==> src/sv/arqf_pkg.sv <==
// Shared types and constants for the ARP request filter.
// Used by the front, queue, back and top-level modules; depends on nothing.
package arqf_pkg;

  localparam int MAX_ENTRIES    = 3;   // entries taken into the MAC compare
  localparam int NUM_ENTRY_REGS = 3;   // entries held in configuration
  localparam int QUEUE_DEPTH    = 2;
  localparam int QUEUE_AW       = $clog2(QUEUE_DEPTH);
  localparam int QUEUE_CW       = $clog2(QUEUE_DEPTH + 1);

  localparam int MAC_W  = 48;
  localparam int IP_W   = 32;
  localparam int CFG_W  = 48;
  localparam int CNT_W  = 2;

  // Byte offsets within the frame
  localparam logic [5:0] POS_ETH_LO = 6'd12;
  localparam logic [5:0] POS_ETH_HI = 6'd14;
  localparam logic [5:0] POS_OP_LO  = 6'd20;
  localparam logic [5:0] POS_OP_HI  = 6'd22;
  localparam logic [5:0] POS_SIP_LO = 6'd28;
  localparam logic [5:0] POS_MAC_LO = 6'd32;
  localparam logic [5:0] POS_TIP_LO = 6'd38;
  localparam logic [5:0] ARP_LEN    = 6'd42;

  localparam logic [15:0] ETHERTYPE_ARP  = 16'h0806;
  localparam logic [15:0] ARP_OP_REQUEST = 16'h0001;

  typedef enum logic [2:0] {
    REG_OWN_IP      = 3'd0,
    REG_ENTRY_COUNT = 3'd1,
    REG_ENTRY0_MAC  = 3'd2,
    REG_ENTRY0_MASK = 3'd3,
    REG_ENTRY1_MAC  = 3'd4,
    REG_ENTRY1_MASK = 3'd5,
    REG_ENTRY2_MAC  = 3'd6,
    REG_ENTRY2_MASK = 3'd7
  } arqf_reg_t;

  // One classified frame, handed from front to back
  typedef struct packed {
    logic              arp;
    logic              is_request;
    logic [MAC_W-1:0]  target_mac;
    logic [IP_W-1:0]   sender_ip;   // zero when not ARP
    logic [IP_W-1:0]   target_ip;   // zero when not ARP
  } arqf_rec_t;

endpackage

==> src/sv/arqf_front.sv <==
// Front end: takes frame bytes, captures header fields, classifies on last byte.
// Depends on arqf_pkg.
module arqf_front
  import arqf_pkg::*;
(
  input  logic            clk,
  input  logic            rst,
  input  logic            in_valid,
  output logic            in_ready,
  input  logic [7:0]      frame_byte,
  input  logic            frame_end,
  output logic            push,
  output arqf_rec_t       push_rec,
  input  logic            push_ready
);

  logic [5:0]       byte_position, byte_position_next;
  logic [15:0]      seen_ethertype, seen_ethertype_next;
  logic [15:0]      seen_opcode, seen_opcode_next;
  logic [MAC_W-1:0] seen_target_mac, seen_target_mac_next;
  logic [IP_W-1:0]  seen_sender_ip, seen_sender_ip_next;
  logic [IP_W-1:0]  seen_target_ip, seen_target_ip_next;
  logic             accept;
  logic             arp;

  // only the last byte of a frame needs queue space
  assign in_ready = push_ready | ~frame_end;
  assign accept   = in_valid & in_ready;

  always_comb begin
    byte_position_next   = byte_position;
    seen_ethertype_next  = seen_ethertype;
    seen_opcode_next     = seen_opcode;
    seen_target_mac_next = seen_target_mac;
    seen_sender_ip_next  = seen_sender_ip;
    seen_target_ip_next  = seen_target_ip;
    if (byte_position < ARP_LEN) begin
      byte_position_next = byte_position + 6'd1;
      priority if (byte_position >= POS_ETH_LO && byte_position < POS_ETH_HI) begin
        seen_ethertype_next = {seen_ethertype[7:0], frame_byte};
      end else if (byte_position >= POS_OP_LO && byte_position < POS_OP_HI) begin
        seen_opcode_next = {seen_opcode[7:0], frame_byte};
      end else if (byte_position >= POS_SIP_LO && byte_position < POS_MAC_LO) begin
        seen_sender_ip_next = {seen_sender_ip[IP_W-9:0], frame_byte};
      end else if (byte_position >= POS_MAC_LO && byte_position < POS_TIP_LO) begin
        seen_target_mac_next = {seen_target_mac[MAC_W-9:0], frame_byte};
      end else if (byte_position >= POS_TIP_LO) begin
        seen_target_ip_next = {seen_target_ip[IP_W-9:0], frame_byte};
      end else begin
        seen_ethertype_next = seen_ethertype;
      end
    end
  end

  assign arp = (byte_position_next >= ARP_LEN) && (seen_ethertype_next == ETHERTYPE_ARP);

  assign push                = accept & frame_end;
  assign push_rec.arp        = arp;
  assign push_rec.is_request = (seen_opcode_next == ARP_OP_REQUEST);
  assign push_rec.target_mac = seen_target_mac_next;
  assign push_rec.sender_ip  = arp ? seen_sender_ip_next : '0;
  assign push_rec.target_ip  = arp ? seen_target_ip_next : '0;

  always_ff @(posedge clk) begin
    if (rst) begin
      byte_position <= '0;
    end else if (accept) begin
      byte_position <= frame_end ? '0 : byte_position_next;
    end
  end

  // fields are fully rewritten by any frame long enough to use them
  always_ff @(posedge clk) begin
    if (accept) begin
      seen_ethertype  <= seen_ethertype_next;
      seen_opcode     <= seen_opcode_next;
      seen_target_mac <= seen_target_mac_next;
      seen_sender_ip  <= seen_sender_ip_next;
      seen_target_ip  <= seen_target_ip_next;
    end
  end

endmodule

==> src/sv/arqf_queue.sv <==
// Small FIFO of classified frames between front and back.
// Depends on arqf_pkg.
module arqf_queue
  import arqf_pkg::*;
(
  input  logic      clk,
  input  logic      rst,
  input  logic      push,
  input  arqf_rec_t push_rec,
  output logic      push_ready,
  input  logic      pop,
  output arqf_rec_t pop_rec,
  output logic      pop_valid
);

  arqf_rec_t             slots [QUEUE_DEPTH];
  logic [QUEUE_AW-1:0]   wr_ptr, rd_ptr;
  logic [QUEUE_CW-1:0]   fill;
  logic                  do_push, do_pop;

  assign push_ready = (fill != QUEUE_CW'(QUEUE_DEPTH));
  assign pop_valid  = (fill != '0);
  assign pop_rec    = slots[rd_ptr];
  assign do_push    = push & push_ready;
  assign do_pop     = pop & pop_valid;

  always_ff @(posedge clk) begin
    if (rst) begin
      wr_ptr <= '0;
      rd_ptr <= '0;
      fill   <= '0;
    end else begin
      if (do_push) begin
        wr_ptr <= (wr_ptr == QUEUE_AW'(QUEUE_DEPTH - 1)) ? '0 : wr_ptr + 1'b1;
      end
      if (do_pop) begin
        rd_ptr <= (rd_ptr == QUEUE_AW'(QUEUE_DEPTH - 1)) ? '0 : rd_ptr + 1'b1;
      end
      unique case ({do_push, do_pop})
        2'b10:   fill <= fill + 1'b1;
        2'b01:   fill <= fill - 1'b1;
        default: fill <= fill;
      endcase
    end
  end

  always_ff @(posedge clk) begin
    if (do_push) begin
      slots[wr_ptr] <= push_rec;
    end
  end

endmodule

==> src/sv/arqf_back.sv <==
// Back end: configuration registers, IP and masked MAC match, output register.
// Depends on arqf_pkg.
module arqf_back
  import arqf_pkg::*;
(
  input  logic             clk,
  input  logic             rst,
  input  logic             cfg_write,
  input  logic [2:0]       cfg_index,
  input  logic [CFG_W-1:0] cfg_data,
  input  logic             pop_valid,
  input  arqf_rec_t        pop_rec,
  output logic             pop,
  output logic             out_valid,
  input  logic             out_ready,
  output logic             request_accepted,
  output logic             arp_frame_seen,
  output logic [IP_W-1:0]  peer_ip,
  output logic [IP_W-1:0]  asked_ip
);

  logic [IP_W-1:0]  own_ip_address;
  logic [CNT_W-1:0] entry_count;
  logic [MAC_W-1:0] entry_mac  [NUM_ENTRY_REGS];
  logic [MAC_W-1:0] entry_mask [NUM_ENTRY_REGS];
  logic [CNT_W-1:0] eff_count;
  logic             mac_hit;
  logic             accepted;
  arqf_reg_t        reg_sel;

  assign reg_sel = arqf_reg_t'(cfg_index);

  always_ff @(posedge clk) begin
    if (rst) begin
      own_ip_address <= '0;
      entry_count    <= '0;
      for (int k = 0; k < NUM_ENTRY_REGS; k++) begin
        entry_mac[k]  <= '0;
        entry_mask[k] <= '0;
      end
    end else if (cfg_write) begin
      unique case (reg_sel)
        REG_OWN_IP:      own_ip_address <= cfg_data[IP_W-1:0];
        REG_ENTRY_COUNT: entry_count    <= cfg_data[CNT_W-1:0];
        REG_ENTRY0_MAC:  entry_mac[0]   <= cfg_data[MAC_W-1:0];
        REG_ENTRY0_MASK: entry_mask[0]  <= cfg_data[MAC_W-1:0];
        REG_ENTRY1_MAC:  entry_mac[1]   <= cfg_data[MAC_W-1:0];
        REG_ENTRY1_MASK: entry_mask[1]  <= cfg_data[MAC_W-1:0];
        REG_ENTRY2_MAC:  entry_mac[2]   <= cfg_data[MAC_W-1:0];
        REG_ENTRY2_MASK: entry_mask[2]  <= cfg_data[MAC_W-1:0];
        default:         own_ip_address <= own_ip_address;
      endcase
    end
  end

  assign eff_count = (entry_count > CNT_W'(MAX_ENTRIES)) ? CNT_W'(MAX_ENTRIES) : entry_count;

  always_comb begin
    mac_hit = (eff_count == '0);
    for (int k = 0; k < NUM_ENTRY_REGS; k++) begin
      if ((CNT_W'(k) < eff_count) &&
          ((pop_rec.target_mac & entry_mask[k]) == (entry_mac[k] & entry_mask[k]))) begin
        mac_hit = 1'b1;
      end
    end
  end

  assign accepted = pop_rec.arp & pop_rec.is_request &
                    (pop_rec.target_ip == own_ip_address) & mac_hit;

  assign pop = pop_valid & (~out_valid | out_ready);

  always_ff @(posedge clk) begin
    if (rst) begin
      out_valid <= 1'b0;
    end else if (pop) begin
      out_valid <= 1'b1;
    end else if (out_ready) begin
      out_valid <= 1'b0;
    end
  end

  always_ff @(posedge clk) begin
    if (pop) begin
      request_accepted <= accepted;
      arp_frame_seen   <= pop_rec.arp;
      peer_ip          <= pop_rec.sender_ip;
      asked_ip         <= pop_rec.target_ip;
    end
  end

endmodule

==> src/sv/arp_request_mac_filter_core.sv <==
// Top level of the ARP request filter: front end, frame queue and back end.
// Depends on arqf_pkg, arqf_front, arqf_queue and arqf_back.
//
// Takes one frame byte per clock with no gaps of its own; the input stalls only
// when a frame's last byte arrives while the two-entry frame queue is full,
// which happens only when three results are already waiting: one in the output
// register and two in the queue. A frame's record is written into the queue at
// the edge that takes its last byte, and its result is loaded into the output
// register once it reaches the queue head and the output register is free or
// being taken. The IP compare and the three masked 48-bit MAC compares run
// from the queue head into the output register. Results are held until taken,
// while the front keeps capturing the next frame. Configuration writes take
// effect on the next clock and should only be made between frames with no
// result pending.
module arp_request_mac_filter_core
  import arqf_pkg::*;
(
  input  logic             clk,
  input  logic             rst,
  input  logic             cfg_write,
  input  logic [2:0]       cfg_index,
  input  logic [CFG_W-1:0] cfg_data,
  input  logic             in_valid,
  output logic             in_ready,
  input  logic [7:0]       frame_byte,
  input  logic             frame_end,
  output logic             out_valid,
  input  logic             out_ready,
  output logic             request_accepted,
  output logic             arp_frame_seen,
  output logic [IP_W-1:0]  peer_ip,
  output logic [IP_W-1:0]  asked_ip
);

  logic      push, push_ready, pop, pop_valid;
  arqf_rec_t push_rec, pop_rec;

  arqf_front u_front (
    .clk        (clk),
    .rst        (rst),
    .in_valid   (in_valid),
    .in_ready   (in_ready),
    .frame_byte (frame_byte),
    .frame_end  (frame_end),
    .push       (push),
    .push_rec   (push_rec),
    .push_ready (push_ready)
  );

  arqf_queue u_queue (
    .clk        (clk),
    .rst        (rst),
    .push       (push),
    .push_rec   (push_rec),
    .push_ready (push_ready),
    .pop        (pop),
    .pop_rec    (pop_rec),
    .pop_valid  (pop_valid)
  );

  arqf_back u_back (
    .clk              (clk),
    .rst              (rst),
    .cfg_write        (cfg_write),
    .cfg_index        (cfg_index),
    .cfg_data         (cfg_data),
    .pop_valid        (pop_valid),
    .pop_rec          (pop_rec),
    .pop              (pop),
    .out_valid        (out_valid),
    .out_ready        (out_ready),
    .request_accepted (request_accepted),
    .arp_frame_seen   (arp_frame_seen),
    .peer_ip          (peer_ip),
    .asked_ip         (asked_ip)
  );

endmodule

==> config.mk <==
export PLATFORM = sky130hd
export DESIGN_NAME = arp_request_mac_filter_core
export DESIGN_NICKNAME = d
export VERILOG_FILES = /design/src/sv/arqf_pkg.sv /design/src/sv/arqf_front.sv /design/src/sv/arqf_queue.sv /design/src/sv/arqf_back.sv /design/src/sv/arp_request_mac_filter_core.sv
export SDC_FILE = /design/constraint.sdc
export NUM_CORES = 1
export LEC_CHECK = 0
export BUFFER_PORTS_ARGS = -buffer_cell sky130_fd_sc_hd__buf_2
export CORE_MARGIN = 1.5
export CORE_UTILIZATION = 51
export DETAILED_ROUTE_END_ITERATION = 10
export MAX_ROUTING_LAYER = met4
export PLACE_DENSITY_LB_ADDON = 0.2
export SETUP_SLACK_MARGIN = 0.3
export SLEW_MARGIN = 20
export SYNTH_ARGS = -nofsm -noshare
export SYNTH_HDL_FRONTEND = slang
export SYNTH_SLANG_ARGS = --single-unit
==> constraint.sdc <==
create_clock -name clk -period 10.9 [get_ports clk]
set_input_delay 1.09 -clock clk [delete_from_list [all_inputs] [get_ports clk]]
set_output_delay 1.09 -clock clk [all_outputs]
set_load 0.03 [all_outputs]
==> metrics.log <==
[metrics] number of instances resized during post-cts repair: 0
[metrics] worst slew pin tran: 1.129 ns
[metrics] setup repair after global routing missed its margin: no
[metrics] clock network fraction of total power: 0.346
[metrics] Post-Synth Simple-Gate Area: 0.06271
[metrics] number of buffer cells added on primary ports: 132
[metrics] I/O pins: 133
[metrics] final instance area: 34570 um2
[metrics] combinational power share: 0.167
[metrics] number of clock sinks: 772
[metrics] wire length of the first global-routing pass: 100100 um
[metrics] Leakage: 0.01150 uW
[metrics] status: finished clean
[metrics] FF-to-FF setup slack: 7.12 ns
[metrics] total via count in the routed design: 15550
[metrics] final critical-path share of the clock period: 0.3628
[metrics] library cell used as clock root buffer: sky130_fd_sc_hd__clkbuf_16
[metrics] detailed-route wire length: 68800 um
[metrics] H-tree depth: 3
[metrics] warning count from the yosys run: 0
[metrics] number of fill cells: 4424
[metrics] placeable core region: 58910 um2
[metrics] Distinct cells, synth: 45
[metrics] total power per unit cell area: 228.5 nW/um2
[metrics] capturing point of the worst reg2reg path: u_queue.slots[0][92]
[metrics] Inserted Clock Buffers: 81
[metrics] sort of element at the start of the critical path: input port
[metrics] synthesized cell area: 30330 um2
[metrics] hold_ws: 0.4648 ns
[metrics] clock transition time at the flip-flop clock pins of the worst setup and hold paths: 0.06 ns
[metrics] width of the chip: 246.8 um
[metrics] DIE HEIGHT: 246.8 um
[metrics] Worst R2R Path Depth: 7
[metrics] xor and xnor area share after synthesis: 0.05199
[metrics] IR Drop Worst-Case VDD: 0.3838 mV
[metrics] Data arrival, critical path: 4.19 ns
[metrics] required time at the endpoint of the critical path: 11.14 ns
[metrics] Synth Flop Type: sky130_fd_sc_hd__edfxtp_1
[metrics] Yosys reg bits: 772
[metrics] switching power as a share of total power: 0.2722
[metrics] critical path start-end classification: input port to register
[metrics] final weighted congestion in routability-driven placement: 0.9103
[metrics] Worst Setup End Kind: register
[metrics] Remaining Overflow, GRT: 0
[metrics] number of iterations in the first detailed-routing pass: 5
[metrics] crit-path leading delay family: buffers and inverters
[metrics] cell internal power dissipation: 5749 uW
[metrics] fraction of final layout cells with drive strength greater than 1: 0.2529
[metrics] synthesized net count: 1825
[metrics] worst setup path endpoint: u_queue.slots[0][92]
[metrics] Overall Power: 7899 uW
[metrics] Post-synth EDFFs: 726
[metrics] FF-to-FF Start: u_queue.fill[0]
[metrics] Die ar.: 60930 um2
[metrics] post-detailed-route via-to-cell ratio: 5.611
[metrics] delay contributed by the slowest stage of the critical path: 0.78 ns
[metrics] compound-gate portion of the synthesized area: 0.02909
[metrics] final critical-path setup slack: 6.945 ns
[metrics] # DRC: 0
[metrics] largest net degree at the start of global routing: 76
[metrics] post-layout net count: 1999
[metrics] violation count after the first detailed-route iteration: 1443
[metrics] total count of max-transition violations in the final report: 0
[metrics] portion of netlist area occupied by mux cells: 0.09444
[metrics] average wire per standard cell: 24.82 um
[metrics] upper clock frequency limit: 0.2528 GHz
[metrics] final number of hold-violating endpoints: 0
[metrics] count of mapped cells out of synthesis: 1757
[metrics] Worst path depth: 8
[metrics] mean instance size in the synthesized netlist: 17.26 um2
[metrics] number of global-route vias before repair: 15610
[metrics] global-route usage over all layers: 0.2344
[metrics] switching power of the nets: 2150 uW
[metrics] share of total power in sequential cells: 0.487
[metrics] adder and majority gate portion of the synthesized area: 0.001238
[metrics] relative area change from synthesis to final layout: 14.00%
[metrics] clock tree from TritonCTS: done
[metrics] sequence of cells on the critical path: buf_2 > nand3b_1 > nand2_1 > inv_6 > nand2_1 > nor2_4 > buf_4 > buf_4
[metrics] worst slew margin relative to its limit: 0.2475
[metrics] area taken by multi-input logic gates: 7388 um2
[metrics] number of placement rows: 89
[metrics] Max stage delay cell, worst path: sky130_fd_sc_hd__buf_4
[metrics] post-CTS setup buffer count: 0
[metrics] worst slack at placement: 6.294 ns
[metrics] minimum clock period: 3.955 ns
[metrics] number of buffers inserted by hold repair at cts: 0
[metrics] aggregate negative setup slack: 0 ns
[metrics] FFs w/ async S/R, synth: 0
[metrics] largest clock skew in the final design: 0.02774 ns
[metrics] share of the yosys chip area belonging to registers: 0.7493
[metrics] area taken by flip-flops and latches: 22730 um2
[metrics] placed instance area: 31930 um2
[metrics] setup violation total in the final timing report: 0
[metrics] remaining antenna violation count after routing: 0
[metrics] highest net fanout along the worst path: 75
[metrics] clock buffer depth: 3
[metrics] Clk Latency, worst-skew pair: 0.63 ns
[metrics] path category of the worst min-delay check: register to register
[metrics] number of buffer and inverter stages on the critical path: 4
[metrics] reported max-cap violation count: 0
[metrics] worst setup path startpoint: frame_end
[metrics] initial core utilization: 0.5148
[metrics] combinational family with the most area after synthesis: multiplexers
[metrics] HPWL after DPL: 43990 um
[metrics] initial antenna violation count: 2
-- how the worst min path moves through the flow --
stage	startpoint	end	slack [ns]	cells past startpoint
after CTS	u_back.own_ip_address[16]	u_back.own_ip_address[16]	0.47	2
after floorplan	u_back.own_ip_address[29]	u_back.own_ip_address[29]	0.44	2
after detailed placement	u_back.own_ip_address[29]	u_back.own_ip_address[29]	0.46	2
final	u_back.own_ip_address[29]	u_back.own_ip_address[29]	0.46	2
after global routing	u_back.own_ip_address[16]	u_back.own_ip_address[16]	0.49	2
after global placement	u_back.own_ip_address[29]	u_back.own_ip_address[29]	0.45	2
-- cells by family (layout without fill, tap and decap cells) --
logic type,count (synthesis),after routing
other,0,2
XOR/XNOR,180,180
flip-flops,772,772
AND/OR/NAND/NOR,338,338
buffers and inverters,70,310
adder cells (fa/ha/maj),3,3
AO/OA/AOI/OAI,134,134
multiplexers,260,260
-- tightest hold or removal path, cell delays in order (launching register included) --
cell and delay [ns]:
sky130_fd_sc_hd__dfxtp_1 0.31, sky130_fd_sc_hd__nand2_1 0.06, sky130_fd_sc_hd__a21oi_1 0.05
-- synthesized netlist by cell type (9+ instances only) --
master,instances,area share
sky130_fd_sc_hd__nor2b_1,57,0.012
sky130_fd_sc_hd__dfxtp_1,46,0.030
sky130_fd_sc_hd__clkbuf_1,36,0.0045
sky130_fd_sc_hd__xor2_1,33,0.0095
sky130_fd_sc_hd__nand2_1,84,0.010
sky130_fd_sc_hd__mux2i_1,51,0.017
sky130_fd_sc_hd__mux2_2,209,0.078
sky130_fd_sc_hd__nor4_1,16,0.0033
sky130_fd_sc_hd__edfxtp_1,726,0.72
sky130_fd_sc_hd__a21oi_1,41,0.0068
sky130_fd_sc_hd__nand4_1,20,0.0041
sky130_fd_sc_hd__xnor2_1,147,0.042
sky130_fd_sc_hd__nor2_1,28,0.0035
sky130_fd_sc_hd__a22oi_1,73,0.018
sky130_fd_sc_hd__buf_2,9,0.0015
sky130_fd_sc_hd__and2_1,97,0.020
-- metrics by stage --
stage,util,std cells
detailed placement,0.5420,2621
CTS,0.5867,2770
global placement,0.5420,2621
global route,0.5868,2772
finish,0.5868,2772
floorplan,-,1757
-- final cells by class --
cell class                 instances  area share
timing repair buffer             153     0.02367
multi-input combinational        915      0.2137
clock inverter                    50     0.01488
antenna                            2   0.0001448
tap                              773     0.02798
inverter                           8    0.001013
sequential                       772      0.6574
clock buffer                      99     0.06120
-- cells in the final DEF, fill, tap and decap left out, types with 2 or more instances in the layout --
cell	synthesis	routed
sky130_fd_sc_hd__nor3_1	6	5
sky130_fd_sc_hd__nand3_1	2	2
sky130_fd_sc_hd__clkinv_1	0	16
sky130_fd_sc_hd__bufinv_16	0	9
sky130_fd_sc_hd__xnor2_1	147	147
sky130_fd_sc_hd__inv_1	8	7
sky130_fd_sc_hd__inv_6	0	6
sky130_fd_sc_hd__dfxtp_1	46	45
sky130_fd_sc_hd__o21ai_0	8	4
sky130_fd_sc_hd__nand4b_1	3	3
sky130_fd_sc_hd__a21oi_1	41	41
sky130_fd_sc_hd__buf_2	9	132
sky130_fd_sc_hd__clkinvlp_4	0	4
sky130_fd_sc_hd__a22oi_1	73	73
sky130_fd_sc_hd__a31oi_1	2	2
sky130_fd_sc_hd__o21ai_4	0	4
sky130_fd_sc_hd__nor2b_2	8	8
sky130_fd_sc_hd__edfxtp_1	726	726
sky130_fd_sc_hd__nor4_1	16	16
sky130_fd_sc_hd__ha_1	3	3
sky130_fd_sc_hd__o211ai_1	2	2
sky130_fd_sc_hd__o31ai_4	0	2
sky130_fd_sc_hd__buf_4	4	21
sky130_fd_sc_hd__and2_1	97	97
sky130_fd_sc_hd__diode_2	0	2
sky130_fd_sc_hd__clkbuf_1	36	17
sky130_fd_sc_hd__mux2i_1	51	51
sky130_fd_sc_hd__nand2b_1	3	3
sky130_fd_sc_hd__nor4_4	2	2
sky130_fd_sc_hd__nor2_4	0	4
sky130_fd_sc_hd__nor2b_1	57	57
sky130_fd_sc_hd__nand2_1	84	84
sky130_fd_sc_hd__nor2_1	28	24
sky130_fd_sc_hd__clkinv_2	0	13
sky130_fd_sc_hd__mux2_2	209	209
sky130_fd_sc_hd__xor2_1	33	33
sky130_fd_sc_hd__nand4_1	20	20
sky130_fd_sc_hd__clkbuf_16	0	82
-- registers in the layout, indices dropped and copies added (netlist names), named ones only --
register                 cells
u_back.asked_ip             32
u_queue.rd_ptr               1
u_back.request_accepted      1
u_back.entry_mac           144
u_front.seen_opcode         16
u_back.out_valid             1
u_front.seen_ethertype      16
u_back.entry_mask          144
u_queue.wr_ptr               1
u_front.seen_sender_ip      32
u_front.seen_target_ip      32
u_back.own_ip_address       32
u_queue.slots              228
u_back.entry_count           2
u_back.arp_frame_seen        1
u_front.byte_position        6
u_front.seen_target_mac     48
u_queue.fill                 2
u_back.peer_ip              32
-- power groups by stage --
stage	sequential (uW)	clock, uW	combinational, uW
after global placement	3890	0	1310
after CTS	3850	2780	1330
after global routing	3880	2900	1400
after detailed placement	3910	0	1330
final	3850	2730	1320
after floorplan	4120	0	657
-- per-layer routing --
| layer | vias up | wire length (um) | GRT usage |
|---|---|---|---|
| met5 | - | 0 | - |
| met4 | 0 | 1532 | 0.06707 |
| met3 | 94 | 4910 | 0.04960 |
| met2 | 507 | 31960 | 0.3519 |
| met1 | 7953 | 30400 | 0.3252 |
| li1 | 7000 | - | - |
(Power assumes the default switching activity.)
